## src/tqprs_pkg.sv

```systemverilog
package tqprs_pkg;

  // Store sizes
  localparam int FifoDepth  = 64;
  localparam int StackDepth = 16;
  localparam int TagBits    = 8;

  localparam int FifoAw  = $clog2(FifoDepth);
  localparam int FifoCw  = $clog2(FifoDepth + 1);
  localparam int StackAw = $clog2(StackDepth);
  localparam int StackCw = $clog2(StackDepth + 1);

  // Field widths
  localparam int TagW     = 8;
  localparam int KeyW     = 64;
  localparam int TurnW    = 4;
  localparam int LevelW   = 5;
  localparam int CfgDataW = 5;
  localparam int CntW     = 8;

  localparam logic [TurnW-1:0]  TurnLimitReset  = 4'd3;
  localparam logic [LevelW-1:0] ForceLevelReset = 5'd10;
  localparam logic [KeyW-1:0]   KeyAllOnes      = '1;

  typedef enum logic {
    CfgTurnLimit  = 1'b0,
    CfgForceLevel = 1'b1
  } cfg_idx_e;

  typedef enum logic {
    ActAdd      = 1'b0,
    ActDispatch = 1'b1
  } action_e;

  typedef enum logic {
    FromFifo  = 1'b0,
    FromStack = 1'b1
  } from_e;

  // One input word
  typedef struct packed {
    logic            action;
    logic [TagW-1:0] request_tag;
    logic [KeyW-1:0] priority_key;
  } req_t;

  // Result flags; the tag itself comes from the store read
  typedef struct packed {
    logic dispatched;
    logic dispatched_from;
    logic went_priority;
    logic add_dropped;
  } rsp_meta_t;

  typedef struct packed {
    logic               we;
    logic [FifoAw-1:0]  waddr;
    logic [TagBits-1:0] wdata;
    logic               re;
    logic [FifoAw-1:0]  raddr;
  } fifo_cmd_t;

  typedef struct packed {
    logic               we;
    logic [StackAw-1:0] waddr;
    logic [TagBits-1:0] wdata;
    logic               re;
    logic [StackAw-1:0] raddr;
  } stack_cmd_t;

  typedef struct packed {
    logic [FifoCw-1:0]  fifo_fill;
    logic [StackCw-1:0] stack_fill;
    logic               force_flag;
  } status_t;

endpackage

```

## src/tqprs_if.sv

```systemverilog
// Request channel
interface tqprs_req_if;
  logic                      valid;
  logic                      ready;
  logic                      action;
  logic [tqprs_pkg::TagW-1:0] request_tag;
  logic [tqprs_pkg::KeyW-1:0] priority_key;

  modport source (output valid, action, request_tag, priority_key, input ready);
  modport sink   (input valid, action, request_tag, priority_key, output ready);
endinterface

// Result channel
interface tqprs_rsp_if;
  logic                      valid;
  logic                      ready;
  logic                      dispatched;
  logic [tqprs_pkg::TagW-1:0] dispatched_tag;
  logic                      dispatched_from;
  logic                      went_priority;
  logic                      add_dropped;

  modport source (output valid, dispatched, dispatched_tag, dispatched_from,
                  went_priority, add_dropped, input ready);
  modport sink   (input valid, dispatched, dispatched_tag, dispatched_from,
                  went_priority, add_dropped, output ready);
endinterface

```

## src/tqprs_ram.sv

```systemverilog
module tqprs_ram #(
  parameter int Width = 8,
  parameter int Depth = 16
) (
  input  logic                     clk_i,
  input  logic                     we_i,
  input  logic [$clog2(Depth)-1:0] waddr_i,
  input  logic [Width-1:0]         wdata_i,
  input  logic                     re_i,
  input  logic [$clog2(Depth)-1:0] raddr_i,
  output logic [Width-1:0]         rdata_o
);

  logic [Width-1:0] mem_q [Depth];
  logic [Width-1:0] rdata_q;

  // write port
  always_ff @(posedge clk_i) begin
    if (we_i) begin
      mem_q[waddr_i] <= wdata_i;
    end
  end

  // registered read, holds when not enabled
  always_ff @(posedge clk_i) begin
    if (re_i) begin
      rdata_q <= mem_q[raddr_i];
    end
  end

  assign rdata_o = rdata_q;

endmodule

```

## src/tqprs_ctrl.sv

```systemverilog
module tqprs_ctrl (
  input  logic                          clk_i,
  input  logic                          rst_ni,
  input  logic                          cfg_we_i,
  input  logic                          cfg_idx_i,
  input  logic [tqprs_pkg::CfgDataW-1:0] cfg_data_i,
  input  logic                          fire_i,
  input  tqprs_pkg::req_t               item_i,
  output tqprs_pkg::fifo_cmd_t          fifo_cmd_o,
  output tqprs_pkg::stack_cmd_t         stack_cmd_o,
  output tqprs_pkg::rsp_meta_t          meta_o,
  output tqprs_pkg::status_t            stat_o
);
  import tqprs_pkg::*;

  typedef enum logic [1:0] {
    PathFifo   = 2'd0,
    PathStack  = 2'd1,
    PathForced = 2'd2
  } path_e;

  logic [TurnW-1:0]  turn_limit_q;
  logic [LevelW-1:0] force_level_q;

  logic [FifoAw-1:0]  fifo_head_q, fifo_head_d;
  logic [FifoAw-1:0]  fifo_tail_q, fifo_tail_d;
  logic [FifoCw-1:0]  fifo_fill_q, fifo_fill_d;
  logic [StackCw-1:0] stack_fill_q, stack_fill_d;
  logic [CntW-1:0]    fifo_turns_q, fifo_turns_d;
  logic [CntW-1:0]    stack_turns_q, stack_turns_d;
  logic [CntW-1:0]    forced_turns_q, forced_turns_d;
  logic               force_flag_q, force_flag_d;
  logic [KeyW-1:0]    lowest_key_q, lowest_key_d;

  logic [StackCw-1:0] stack_inc;
  logic [StackCw-1:0] stack_dec;
  logic [TagBits-1:0] tag_keep;
  path_e              path;

  // saturating increment
  function automatic logic [CntW-1:0] sat_inc(input logic [CntW-1:0] v);
    logic [CntW-1:0] r;
    r = (v == {CntW{1'b1}}) ? v : v + 1'b1;
    return r;
  endfunction

  // configuration registers
  always_ff @(posedge clk_i or negedge rst_ni) begin
    if (!rst_ni) begin
      turn_limit_q  <= TurnLimitReset;
      force_level_q <= ForceLevelReset;
    end else if (cfg_we_i) begin
      unique case (cfg_idx_e'(cfg_idx_i))
        CfgTurnLimit:  turn_limit_q  <= cfg_data_i[TurnW-1:0];
        CfgForceLevel: force_level_q <= cfg_data_i[LevelW-1:0];
      endcase
    end
  end

  assign stack_inc = stack_fill_q + 1'b1;
  assign stack_dec = stack_fill_q - 1'b1;
  assign tag_keep  = item_i.request_tag[TagBits-1:0];

  // service choice for a dispatch
  always_comb begin
    if (fifo_fill_q == '0) begin
      path = PathStack;
    end else if (stack_fill_q == '0) begin
      path = PathFifo;
    end else if (force_flag_q) begin
      path = PathForced;
    end else if (fifo_turns_q > turn_limit_q) begin
      path = PathStack;
    end else begin
      path = PathFifo;
    end
  end

  // next state, store commands and result flags
  always_comb begin
    fifo_head_d    = fifo_head_q;
    fifo_tail_d    = fifo_tail_q;
    fifo_fill_d    = fifo_fill_q;
    stack_fill_d   = stack_fill_q;
    fifo_turns_d   = fifo_turns_q;
    stack_turns_d  = stack_turns_q;
    forced_turns_d = forced_turns_q;
    force_flag_d   = force_flag_q;
    lowest_key_d   = lowest_key_q;
    fifo_cmd_o     = '0;
    stack_cmd_o    = '0;
    meta_o         = '0;

    fifo_cmd_o.waddr  = fifo_tail_q;
    fifo_cmd_o.wdata  = tag_keep;
    fifo_cmd_o.raddr  = fifo_head_q;
    stack_cmd_o.waddr = stack_fill_q[StackAw-1:0];
    stack_cmd_o.wdata = tag_keep;
    stack_cmd_o.raddr = stack_dec[StackAw-1:0];

    if (fire_i) begin
      unique case (action_e'(item_i.action))
        ActAdd: begin
          if (item_i.priority_key < lowest_key_q) begin
            meta_o.went_priority = 1'b1;
            if (stack_fill_q == StackCw'(StackDepth)) begin
              meta_o.add_dropped = 1'b1;
            end else begin
              stack_cmd_o.we = 1'b1;
              stack_fill_d   = stack_inc;
              lowest_key_d   = item_i.priority_key;
              if (stack_inc > force_level_q) begin
                force_flag_d = 1'b1;
              end
            end
          end else begin
            if (fifo_fill_q == FifoCw'(FifoDepth)) begin
              meta_o.add_dropped = 1'b1;
            end else begin
              fifo_cmd_o.we = 1'b1;
              fifo_tail_d   = (fifo_tail_q == FifoAw'(FifoDepth - 1)) ? '0
                                                                    : fifo_tail_q + 1'b1;
              fifo_fill_d   = fifo_fill_q + 1'b1;
            end
          end
        end
        ActDispatch: begin
          if (fifo_fill_q != '0 || stack_fill_q != '0) begin
            meta_o.dispatched = 1'b1;
            // turn bookkeeping ahead of the chosen service
            if (fifo_fill_q != '0 && stack_fill_q == '0) begin
              fifo_turns_d = '0;
              lowest_key_d = KeyAllOnes;
            end else if (fifo_fill_q != '0 && !force_flag_q) begin
              fifo_turns_d = sat_inc(fifo_turns_q);
            end
            unique case (path)
              PathForced: begin
                if (forced_turns_q >= turn_limit_q) begin
                  forced_turns_d = '0;
                  force_flag_d   = 1'b0;
                end else begin
                  forced_turns_d = sat_inc(forced_turns_q);
                end
                stack_cmd_o.re         = 1'b1;
                stack_fill_d           = stack_dec;
                meta_o.dispatched_from = FromStack;
              end
              PathStack: begin
                if (stack_turns_q >= turn_limit_q) begin
                  fifo_turns_d  = '0;
                  stack_turns_d = '0;
                end else begin
                  stack_turns_d = sat_inc(stack_turns_q);
                end
                stack_cmd_o.re = 1'b1;
                stack_fill_d   = stack_dec;
                if (stack_dec == '0) begin
                  lowest_key_d = KeyAllOnes;
                end
                meta_o.dispatched_from = FromStack;
              end
              PathFifo: begin
                fifo_cmd_o.re = 1'b1;
                fifo_head_d   = (fifo_head_q == FifoAw'(FifoDepth - 1)) ? '0
                                                                      : fifo_head_q + 1'b1;
                fifo_fill_d   = fifo_fill_q - 1'b1;
                meta_o.dispatched_from = FromFifo;
              end
            endcase
          end
        end
      endcase
    end
  end

  // scheduler state
  always_ff @(posedge clk_i or negedge rst_ni) begin
    if (!rst_ni) begin
      fifo_head_q    <= '0;
      fifo_tail_q    <= '0;
      fifo_fill_q    <= '0;
      stack_fill_q   <= '0;
      fifo_turns_q   <= '0;
      stack_turns_q  <= '0;
      forced_turns_q <= '0;
      force_flag_q   <= 1'b0;
      lowest_key_q   <= KeyAllOnes;
    end else begin
      fifo_head_q    <= fifo_head_d;
      fifo_tail_q    <= fifo_tail_d;
      fifo_fill_q    <= fifo_fill_d;
      stack_fill_q   <= stack_fill_d;
      fifo_turns_q   <= fifo_turns_d;
      stack_turns_q  <= stack_turns_d;
      forced_turns_q <= forced_turns_d;
      force_flag_q   <= force_flag_d;
      lowest_key_q   <= lowest_key_d;
    end
  end

  assign stat_o.fifo_fill  = fifo_fill_q;
  assign stat_o.stack_fill = stack_fill_q;
  assign stat_o.force_flag = force_flag_q;

endmodule

```

## src/two_queue_priority_request_scheduler.sv

```systemverilog
// Two-store request scheduler.
// Request channel req_i carries one word per item: action (0 add, 1 dispatch),
// request_tag and a 64-bit priority_key. An add with a key below the lowest
// key recorded goes onto a 16-entry priority stack, any other add onto a 64-entry
// FIFO. A dispatch pops one tag, choosing the store by turn counters, with
// forced stack service once the stack has grown past force_level.
// Result channel rsp_o returns exactly one word per request word, in order.
// Configuration: cfg_we_i writes cfg_data_i into register cfg_idx_i
// (0 turn_limit, 1 force_level); write only while the block is idle.
// An accepted word sits in the input register; the edge that moves it on
// updates the scheduler state together with the store read, and its result
// is valid after that edge.
// Throughput: one word per cycle sustained while rsp_o is not stalled; the
// state update of one word is compare and counter logic plus one store access.
// Reset clears counters and fill levels, sets the lowest key to all ones and
// the registers to 3 and 10; store contents are not cleared and no sweep runs.
// When the receiver stalls, the result register and store read data hold,
// the input register fills, and then req_i.ready drops.
module two_queue_priority_request_scheduler (
  input  logic                          clk_i,
  input  logic                          rst_ni,
  input  logic                          cfg_we_i,
  input  logic                          cfg_idx_i,
  input  logic [tqprs_pkg::CfgDataW-1:0] cfg_data_i,
  tqprs_req_if.sink                     req_i,
  tqprs_rsp_if.source                   rsp_o
);
  import tqprs_pkg::*;

  logic       a_valid_q;
  req_t       a_item_q;
  logic       b_valid_q;
  rsp_meta_t  b_meta_q;

  logic       in_fire;
  logic       a_fire;
  logic       b_ready;
  req_t       in_item;

  fifo_cmd_t  fifo_cmd;
  stack_cmd_t stack_cmd;
  rsp_meta_t  meta;
  status_t    stat;

  logic [TagBits-1:0] fifo_rdata;
  logic [TagBits-1:0] stack_rdata;
  logic [TagBits-1:0] tag_sel;

  // pipeline handshake
  assign b_ready     = !b_valid_q || rsp_o.ready;
  assign a_fire      = a_valid_q && b_ready;
  assign req_i.ready = !a_valid_q || b_ready;
  assign in_fire     = req_i.valid && req_i.ready;

  assign in_item.action       = req_i.action;
  assign in_item.request_tag  = req_i.request_tag;
  assign in_item.priority_key = req_i.priority_key;

  // input register
  always_ff @(posedge clk_i or negedge rst_ni) begin
    if (!rst_ni) begin
      a_valid_q <= 1'b0;
    end else if (req_i.ready) begin
      a_valid_q <= req_i.valid;
    end
  end

  always_ff @(posedge clk_i) begin
    if (in_fire) begin
      a_item_q <= in_item;
    end
  end

  tqprs_ctrl u_ctrl (
    .clk_i       (clk_i),
    .rst_ni      (rst_ni),
    .cfg_we_i    (cfg_we_i),
    .cfg_idx_i   (cfg_idx_i),
    .cfg_data_i  (cfg_data_i),
    .fire_i      (a_fire),
    .item_i      (a_item_q),
    .fifo_cmd_o  (fifo_cmd),
    .stack_cmd_o (stack_cmd),
    .meta_o      (meta),
    .stat_o      (stat)
  );

  tqprs_ram #(
    .Width (TagBits),
    .Depth (FifoDepth)
  ) u_fifo_ram (
    .clk_i   (clk_i),
    .we_i    (fifo_cmd.we),
    .waddr_i (fifo_cmd.waddr),
    .wdata_i (fifo_cmd.wdata),
    .re_i    (fifo_cmd.re),
    .raddr_i (fifo_cmd.raddr),
    .rdata_o (fifo_rdata)
  );

  tqprs_ram #(
    .Width (TagBits),
    .Depth (StackDepth)
  ) u_stack_ram (
    .clk_i   (clk_i),
    .we_i    (stack_cmd.we),
    .waddr_i (stack_cmd.waddr),
    .wdata_i (stack_cmd.wdata),
    .re_i    (stack_cmd.re),
    .raddr_i (stack_cmd.raddr),
    .rdata_o (stack_rdata)
  );

  // result register
  always_ff @(posedge clk_i or negedge rst_ni) begin
    if (!rst_ni) begin
      b_valid_q <= 1'b0;
    end else if (b_ready) begin
      b_valid_q <= a_valid_q;
    end
  end

  always_ff @(posedge clk_i) begin
    if (a_fire) begin
      b_meta_q <= meta;
    end
  end

  // result word
  assign tag_sel = (b_meta_q.dispatched_from == FromStack) ? stack_rdata : fifo_rdata;

  assign rsp_o.valid           = b_valid_q;
  assign rsp_o.dispatched      = b_meta_q.dispatched;
  assign rsp_o.dispatched_tag  = b_meta_q.dispatched ? TagW'(tag_sel) : '0;
  assign rsp_o.dispatched_from = b_meta_q.dispatched_from;
  assign rsp_o.went_priority   = b_meta_q.went_priority;
  assign rsp_o.add_dropped     = b_meta_q.add_dropped;

`ifndef SYNTHESIS
  // fill levels stay within the store sizes
  assert property (@(posedge clk_i) disable iff (!rst_ni)
    stat.fifo_fill <= FifoCw'(FifoDepth))
    else $error("fifo fill beyond depth");

  assert property (@(posedge clk_i) disable iff (!rst_ni)
    stat.stack_fill <= StackCw'(StackDepth))
    else $error("stack fill beyond depth");

  // a dispatch with both stores empty returns nothing
  assert property (@(posedge clk_i) disable iff (!rst_ni)
    a_fire && a_item_q.action == ActDispatch && stat.fifo_fill == '0 &&
    stat.stack_fill == '0 |=> rsp_o.valid && !rsp_o.dispatched)
    else $error("dispatch from empty stores");

  // an add never reports a dispatch
  assert property (@(posedge clk_i) disable iff (!rst_ni)
    a_fire && a_item_q.action == ActAdd |=> rsp_o.valid && !rsp_o.dispatched &&
    rsp_o.dispatched_tag == '0)
    else $error("add reported a dispatch");
`endif

endmodule
```

## src/flat_wrapper.sv

```systemverilog
// flat-port wrapper written by rule: the top's interface ports become plain ports
module two_queue_priority_request_scheduler_flat import tqprs_pkg::*;
  (clk_i, rst_ni, cfg_we_i, cfg_idx_i, cfg_data_i, req_i_valid, req_i_action, req_i_request_tag, req_i_priority_key, req_i_ready, rsp_o_valid, rsp_o_dispatched, rsp_o_dispatched_tag, rsp_o_dispatched_from, rsp_o_went_priority, rsp_o_add_dropped, rsp_o_ready);
  tqprs_req_if req_i_i ();
  tqprs_rsp_if rsp_o_i ();
  input  logic clk_i;
  input  logic rst_ni;
  input  logic cfg_we_i;
  input  logic cfg_idx_i;
  input  logic [tqprs_pkg::CfgDataW-1:0] cfg_data_i;
  input wire logic [$bits(req_i_i.valid)-1:0] req_i_valid;
  input wire logic [$bits(req_i_i.action)-1:0] req_i_action;
  input wire logic [$bits(req_i_i.request_tag)-1:0] req_i_request_tag;
  input wire logic [$bits(req_i_i.priority_key)-1:0] req_i_priority_key;
  output wire logic [$bits(req_i_i.ready)-1:0] req_i_ready;
  output wire logic [$bits(rsp_o_i.valid)-1:0] rsp_o_valid;
  output wire logic [$bits(rsp_o_i.dispatched)-1:0] rsp_o_dispatched;
  output wire logic [$bits(rsp_o_i.dispatched_tag)-1:0] rsp_o_dispatched_tag;
  output wire logic [$bits(rsp_o_i.dispatched_from)-1:0] rsp_o_dispatched_from;
  output wire logic [$bits(rsp_o_i.went_priority)-1:0] rsp_o_went_priority;
  output wire logic [$bits(rsp_o_i.add_dropped)-1:0] rsp_o_add_dropped;
  input wire logic [$bits(rsp_o_i.ready)-1:0] rsp_o_ready;
  assign req_i_i.valid = req_i_valid;
  assign req_i_i.action = req_i_action;
  assign req_i_i.request_tag = req_i_request_tag;
  assign req_i_i.priority_key = req_i_priority_key;
  assign req_i_ready = req_i_i.ready;
  assign rsp_o_valid = rsp_o_i.valid;
  assign rsp_o_dispatched = rsp_o_i.dispatched;
  assign rsp_o_dispatched_tag = rsp_o_i.dispatched_tag;
  assign rsp_o_dispatched_from = rsp_o_i.dispatched_from;
  assign rsp_o_went_priority = rsp_o_i.went_priority;
  assign rsp_o_add_dropped = rsp_o_i.add_dropped;
  assign rsp_o_i.ready = rsp_o_ready;
  two_queue_priority_request_scheduler u_core (.clk_i(clk_i), .rst_ni(rst_ni), .cfg_we_i(cfg_we_i), .cfg_idx_i(cfg_idx_i), .cfg_data_i(cfg_data_i), .req_i(req_i_i), .rsp_o(rsp_o_i));
endmodule
```

## config.mk

```make
export PLATFORM = sky130hd
export DESIGN_NAME = two_queue_priority_request_scheduler_flat
export DESIGN_NICKNAME = d
export VERILOG_FILES = /design/src/tqprs_pkg.sv /design/src/tqprs_if.sv /design/src/tqprs_ram.sv /design/src/tqprs_ctrl.sv /design/src/two_queue_priority_request_scheduler.sv /design/src/flat_wrapper.sv
export SDC_FILE = /design/constraint.sdc
export NUM_CORES = 1
export LEC_CHECK = 0
export BUFFER_PORTS_ARGS = -buffer_cell sky130_fd_sc_hd__buf_2
export CORE_MARGIN = 2
export CORE_UTILIZATION = 37
export CTS_CLUSTER_SIZE = 25
export DETAILED_ROUTE_END_ITERATION = 8
export SYNTH_ARGS = -nofsm -noshare
export SYNTH_HDL_FRONTEND = slang
export SYNTH_SLANG_ARGS = --single-unit
```

## constraint.sdc

```tcl
create_clock -name clk_i -period 4.8 [get_ports clk_i]
set_clock_uncertainty 0.15 [all_clocks]
set_input_delay 0.24 -clock clk_i [delete_from_list [all_inputs] [get_ports clk_i]]
set_output_delay 0.24 -clock clk_i [all_outputs]
set_load 0.005 [all_outputs]
```

==> impl_metrics.py <==
metrics = {
    "detailed_routing": {
        "drc_errors": 0,
        "antenna_violating_nets_post_route": 0,
        "drt_pass1_iterations": 5,
        "drt_iter0_markers": 1728,
        "routed_wire_length_per_instance_um": 22.97,
        "detail_route.wirelength_mm": 79.66,
        "routed-via-count": 18505,
        "post_dr_vias_cell": 5.336,
    },
    "yosys": {
        "postSynthCellCount": 1881,
        "synth-warning-count": 0,
        "yosys_register_bits": 857,
        "synth_top_flop_cell": "sky130_fd_sc_hd__edfxtp_1",
        "yosys.cell_types.count": 72,
        "syn_area_per_cell_um2": 18.77,
        "syn-num-nets": 2065,
        "ys_async_sr_fraction_pct": 14.47,
        "synth_sequential_area_ratio_pct": 71.38,
        "mappedNetlistArea_mm2": 0.03530,
        "synth_enable_flop_cells": 733,
    },
    "power_and_ir_drop": {
        "power_leakage_nw": 14.29,
        "irDropWorstVdd_mv": 0.3584,
        "power-per-cell-area_mw_per_mm2": 542.9,
        "clock_power_share_pct": 32.3,
        "power.switching_fraction_pct": 28.28,
        "p_int_mw": 16.15,
        "p_switching_mw": 6.365,
        "combinational_power_share_pct": 25.6,
        "power_frac_seq_pct": 42.0,
    },
    "floorplanning": {
        "die-height_um": 312.9,
        "core_mm2": 0.09473,
        "fp.dieW_um": 312.9,
        "pin_count": 98,
        "die_area_mm2": 0.09790,
        "effective_utilization_at_floorplan_pct": 37.27,
        "placement_rows": 113,
    },
    "placed_design": {
        "hpwl_mm": 49.79,
        "place_inst": 3211,
        "placed_cell_area_mm2": 0.03741,
        "count_of_buffers_inserted_at_the_top_level_ports": 97,
        "dp_worst_slack_ns": 0.8469,
        "gp_routability_congestion": 0.8258,
    },
    "worst_setup_path": {
        "critPathRequiredTime_ns": 4.92,
        "critical_path_arrival_ns": 4.00,
        "criticalPathCategory": "reg2reg",
        "end_kind": "register",
        "crit_fanout": 13,
        "timing.critical_path.from_type": "register",
    },
    "cts": {
        "clockBufferDepth": 3,
        "insertion_delay_ns": 0.66,
        "tritoncts.num_buffers": 90,
        "clk_pin_slew_ns": 0.06,
        "clkSinkCount": 857,
        "cts_tree": "done",
        "root_buffer": "sky130_fd_sc_hd__clkbuf_16",
        "clock_tree.htree_level_count": 3,
    },
    "timing": {
        "share_of_the_clock_period_used_by_the_worst_path_after_layout_pct": 80.81,
        "setup_tns_ns": 0,
        "final.setup.worst_slack_ns": 0.9213,
        "timing.final.hold_violations": 0,
        "setup_viol_count_final": 0,
        "max_clock_freq_mhz": 257.8,
        "final_max_slew_viol_count": 0,
        "worst_pin_slew_ns": 1.098,
        "min_period_ns": 3.879,
        "holdWs_ns": 0.1426,
        "unrepaired_setup_endpoints_after_global_routing": "no",
        "relSlewSlack_pct": 26.82,
    },
    "global_routing": {
        "global_route.usage.total_pct": 16.45,
        "antenna_found_initial": 1,
        "first_pass_grt_wire_length_mm": 122.1,
        "grt_max_degree": 81,
        "overall_overflow_remaining_after_global_route": 0,
        "grt_pass1_vias": 19191,
    },
    "final_layout": {
        "syn_to_final_growth_pct": 17.45,
        "antenna_diode_count": 0,
        "postLayoutCellArea_mm2": 0.04146,
        "post_layout_nonfiller_instances": 3468,
        "nets": 2313,
        "drive_gt1_share_pct": 26.78,
    },
    "worst_hold_path": {
        "worstHoldPathType": "in2reg",
    },
    "job": {
        "drv_cap": 0,
    },
    "status": {
        "status": "complete, no violations",
    },
}
-- worst max-delay path, stage by stage (launching register included) --
cell and delay, ns:
sky130_fd_sc_hd__dfstp_2 0.53, sky130_fd_sc_hd__inv_1 0.04, sky130_fd_sc_hd__ha_1 0.29, sky130_fd_sc_hd__nand4_1 0.18, sky130_fd_sc_hd__nor3_1 0.52, sky130_fd_sc_hd__nand4_1 0.17, sky130_fd_sc_hd__a31o_2 0.28, sky130_fd_sc_hd__nand4_1 0.14
sky130_fd_sc_hd__buf_4 0.24, sky130_fd_sc_hd__nand4b_1 0.11, sky130_fd_sc_hd__buf_4 0.24, sky130_fd_sc_hd__nor2_1 0.63
-- power groups by stage --
stage | Sequential (mW) | Combinational [mW] | Clock [mW]
floorplan | 9.30 | 4.27 | 0
global placement | 9.58 | 5.71 | 0
detailed placement | 9.61 | 5.80 | 0
CTS | 9.46 | 5.89 | 7.43
global route | 9.55 | 6.27 | 7.71
finish | 9.46 | 5.77 | 7.28
-- layer usage --
| metal | up-vias | part of all wire, % | global-route usage [%] |
|---|---|---|---|
| li1 | 8054 | - | - |
| met1 | 9669 | 44 | 23.94 |
| met2 | 680 | 48 | 26.11 |
| met3 | 102 | 6.1 | 2.501 |
| met4 | 0 | 1.8 | 4.089 |
| met5 | - | 0 | 0 |
-- cell type report --
| type | count | area (um2) |
|---|---|---|
| clock buffer | 109 | 2365 |
| clock inverter | 57 | 778.2 |
| fill | 8213 | 53260 |
| inverter | 92 | 345.3 |
| multi-input combinational | 854 | 9373 |
| sequential | 857 | 25210 |
| tap | 1265 | 1583 |
| timing repair buffer | 234 | 1810 |
-- per-stage QoR --
step	util, %	power (mW)
after floorplan	-	13.58
after global placement	39.49	15.28
after detailed placement	39.49	15.41
after CTS	43.77	22.78
after global routing	43.77	23.54
final	43.77	22.51
-- state kept, by name, summed over array words and instances, names as in the netlist, 4 cells and up --
name,flops
u_core.u_ctrl.fifo_head_q,6
u_core.u_fifo_ram.mem_q,512
u_core.a_item_q,73
u_core.u_stack_ram.rdata_o,8
u_core.u_ctrl.force_level_q,5
u_core.u_ctrl.stack_fill_q,5
u_core.u_stack_ram.mem_q,128
u_core.u_ctrl.forced_turns_q,8
u_core.u_ctrl.turn_limit_q,4
u_core.u_ctrl.stack_turns_q,8
u_core.u_ctrl.fifo_turns_q,8
u_core.u_ctrl.fifo_fill_q,7
u_core.u_fifo_ram.rdata_o,8
u_core.u_ctrl.lowest_key_q,64
u_core.u_ctrl.fifo_tail_q,6
-- cell families (layout without fill, tap and decap cells) --
kind of cell | Yosys count | in the layout | share of synthesized area (%)
flip-flops | 857 | 857 | 71.38
AO/OA/AOI/OAI | 180 | 180 | 3.785
buffers and inverters | 170 | 492 | 2.091
XOR/XNOR | 25 | 25 | 0.6202
adder cells (fa/ha/maj) | 100 | 100 | 3.565
AND/OR/NAND/NOR | 317 | 317 | 4.554
multiplexers | 232 | 232 | 14.00
-- cells in the final DEF, fill, tap and decap left out, types with 7 or more instances in the layout --
| master | n |
|---|---|
| sky130_fd_sc_hd__edfxtp_1 | 733 |
| sky130_fd_sc_hd__mux4_2 | 207 |
| sky130_fd_sc_hd__nor2_1 | 107 |
| sky130_fd_sc_hd__ha_1 | 99 |
| sky130_fd_sc_hd__buf_2 | 96 |
| sky130_fd_sc_hd__clkbuf_16 | 91 |
| sky130_fd_sc_hd__dlygate4sd3_1 | 91 |
| sky130_fd_sc_hd__inv_1 | 88 |
| sky130_fd_sc_hd__dfstp_2 | 68 |
| sky130_fd_sc_hd__o22a_1 | 64 |
| sky130_fd_sc_hd__dfrtp_1 | 52 |
| sky130_fd_sc_hd__nand2_1 | 48 |
| sky130_fd_sc_hd__buf_4 | 41 |
| sky130_fd_sc_hd__nand3_1 | 33 |
| sky130_fd_sc_hd__o21ai_0 | 31 |
| sky130_fd_sc_hd__a21oi_1 | 30 |
| sky130_fd_sc_hd__nand4_1 | 24 |
| sky130_fd_sc_hd__nor2b_1 | 22 |
| sky130_fd_sc_hd__xnor2_1 | 18 |
| sky130_fd_sc_hd__clkinv_1 | 17 |
| sky130_fd_sc_hd__and3_1 | 17 |
| sky130_fd_sc_hd__bufinv_16 | 16 |
| sky130_fd_sc_hd__clkbuf_1 | 16 |
| sky130_fd_sc_hd__clkinv_2 | 14 |
| sky130_fd_sc_hd__a21o_1 | 13 |
| sky130_fd_sc_hd__mux2i_1 | 12 |
| sky130_fd_sc_hd__nor3_1 | 12 |
| sky130_fd_sc_hd__mux2_2 | 12 |
| sky130_fd_sc_hd__nand2b_1 | 11 |
| sky130_fd_sc_hd__and4_1 | 11 |
| sky130_fd_sc_hd__xor2_1 | 7 |
| sky130_fd_sc_hd__a31oi_1 | 7 |
-- what timing repair did --
action                                 4_1_cts  5_1_grt
hold buffers                                91        0
endpoints found under the hold margin      148        0
gates resized for setup                      0        0
buffers inserted                             0        0
-- synth_stat cells, drive strengths merged (5+ instances only) --
cell / count / area, um2
edfxtp: 733 / 22010
mux2: 12 / 135.1
inv: 90 / 337.8
mux4: 208 / 4688
nand4: 26 / 175.2
o22a: 64 / 560.5
and4: 11 / 96.34
nor2: 107 / 401.6
dfstp: 68 / 1787
mux2i: 12 / 120.1
or3: 5 / 31.28
o21ai: 33 / 168.9
dfrtp: 56 / 1401
a31oi: 8 / 56.30
nor3: 12 / 60.06
and3: 17 / 106.4
xnor2: 18 / 157.7
nand2b: 11 / 68.82
a21o: 13 / 97.59
nand2: 51 / 198.9
ha: 99 / 1239
buf: 47 / 276.5
nor2b: 22 / 137.6
clkbuf: 31 / 116.4
nand3: 34 / 170.2
nor4: 5 / 31.28
xor2: 7 / 61.31
a21oi: 32 / 175.2
-- path summary, 6_finish.rpt --
path	startpoint	to	slack, ns	depth (start not counted)
min in group asynchronous	rst_ni	u_core.u_ctrl.lowest_key_q[4]$_DFFE_PN1P_	0.26	2
hold reg to reg	u_core.a_valid_q$_DFFE_PN0N_	u_core.rsp_o.valid$_DFFE_PN0P_	0.33	1
max in group asynchronous	rst_ni	u_core.u_ctrl.fifo_turns_q[2]$_DFFE_PN0P_	3.28	3
setup / recovery	u_core.u_ctrl.lowest_key_q[63]$_DFFE_PN1P_	u_core.u_fifo_ram.mem_q[1][7]$_DFFE_PP_	0.92	11
hold / removal	req_i_request_tag[4]	u_core.a_item_q[68]$_DFFE_PP_	0.14	2
setup reg to reg	u_core.u_ctrl.lowest_key_q[63]$_DFFE_PN1P_	u_core.u_fifo_ram.mem_q[1][7]$_DFFE_PP_	0.92	11
Note: power is estimated with default switching activity, not from simulation.
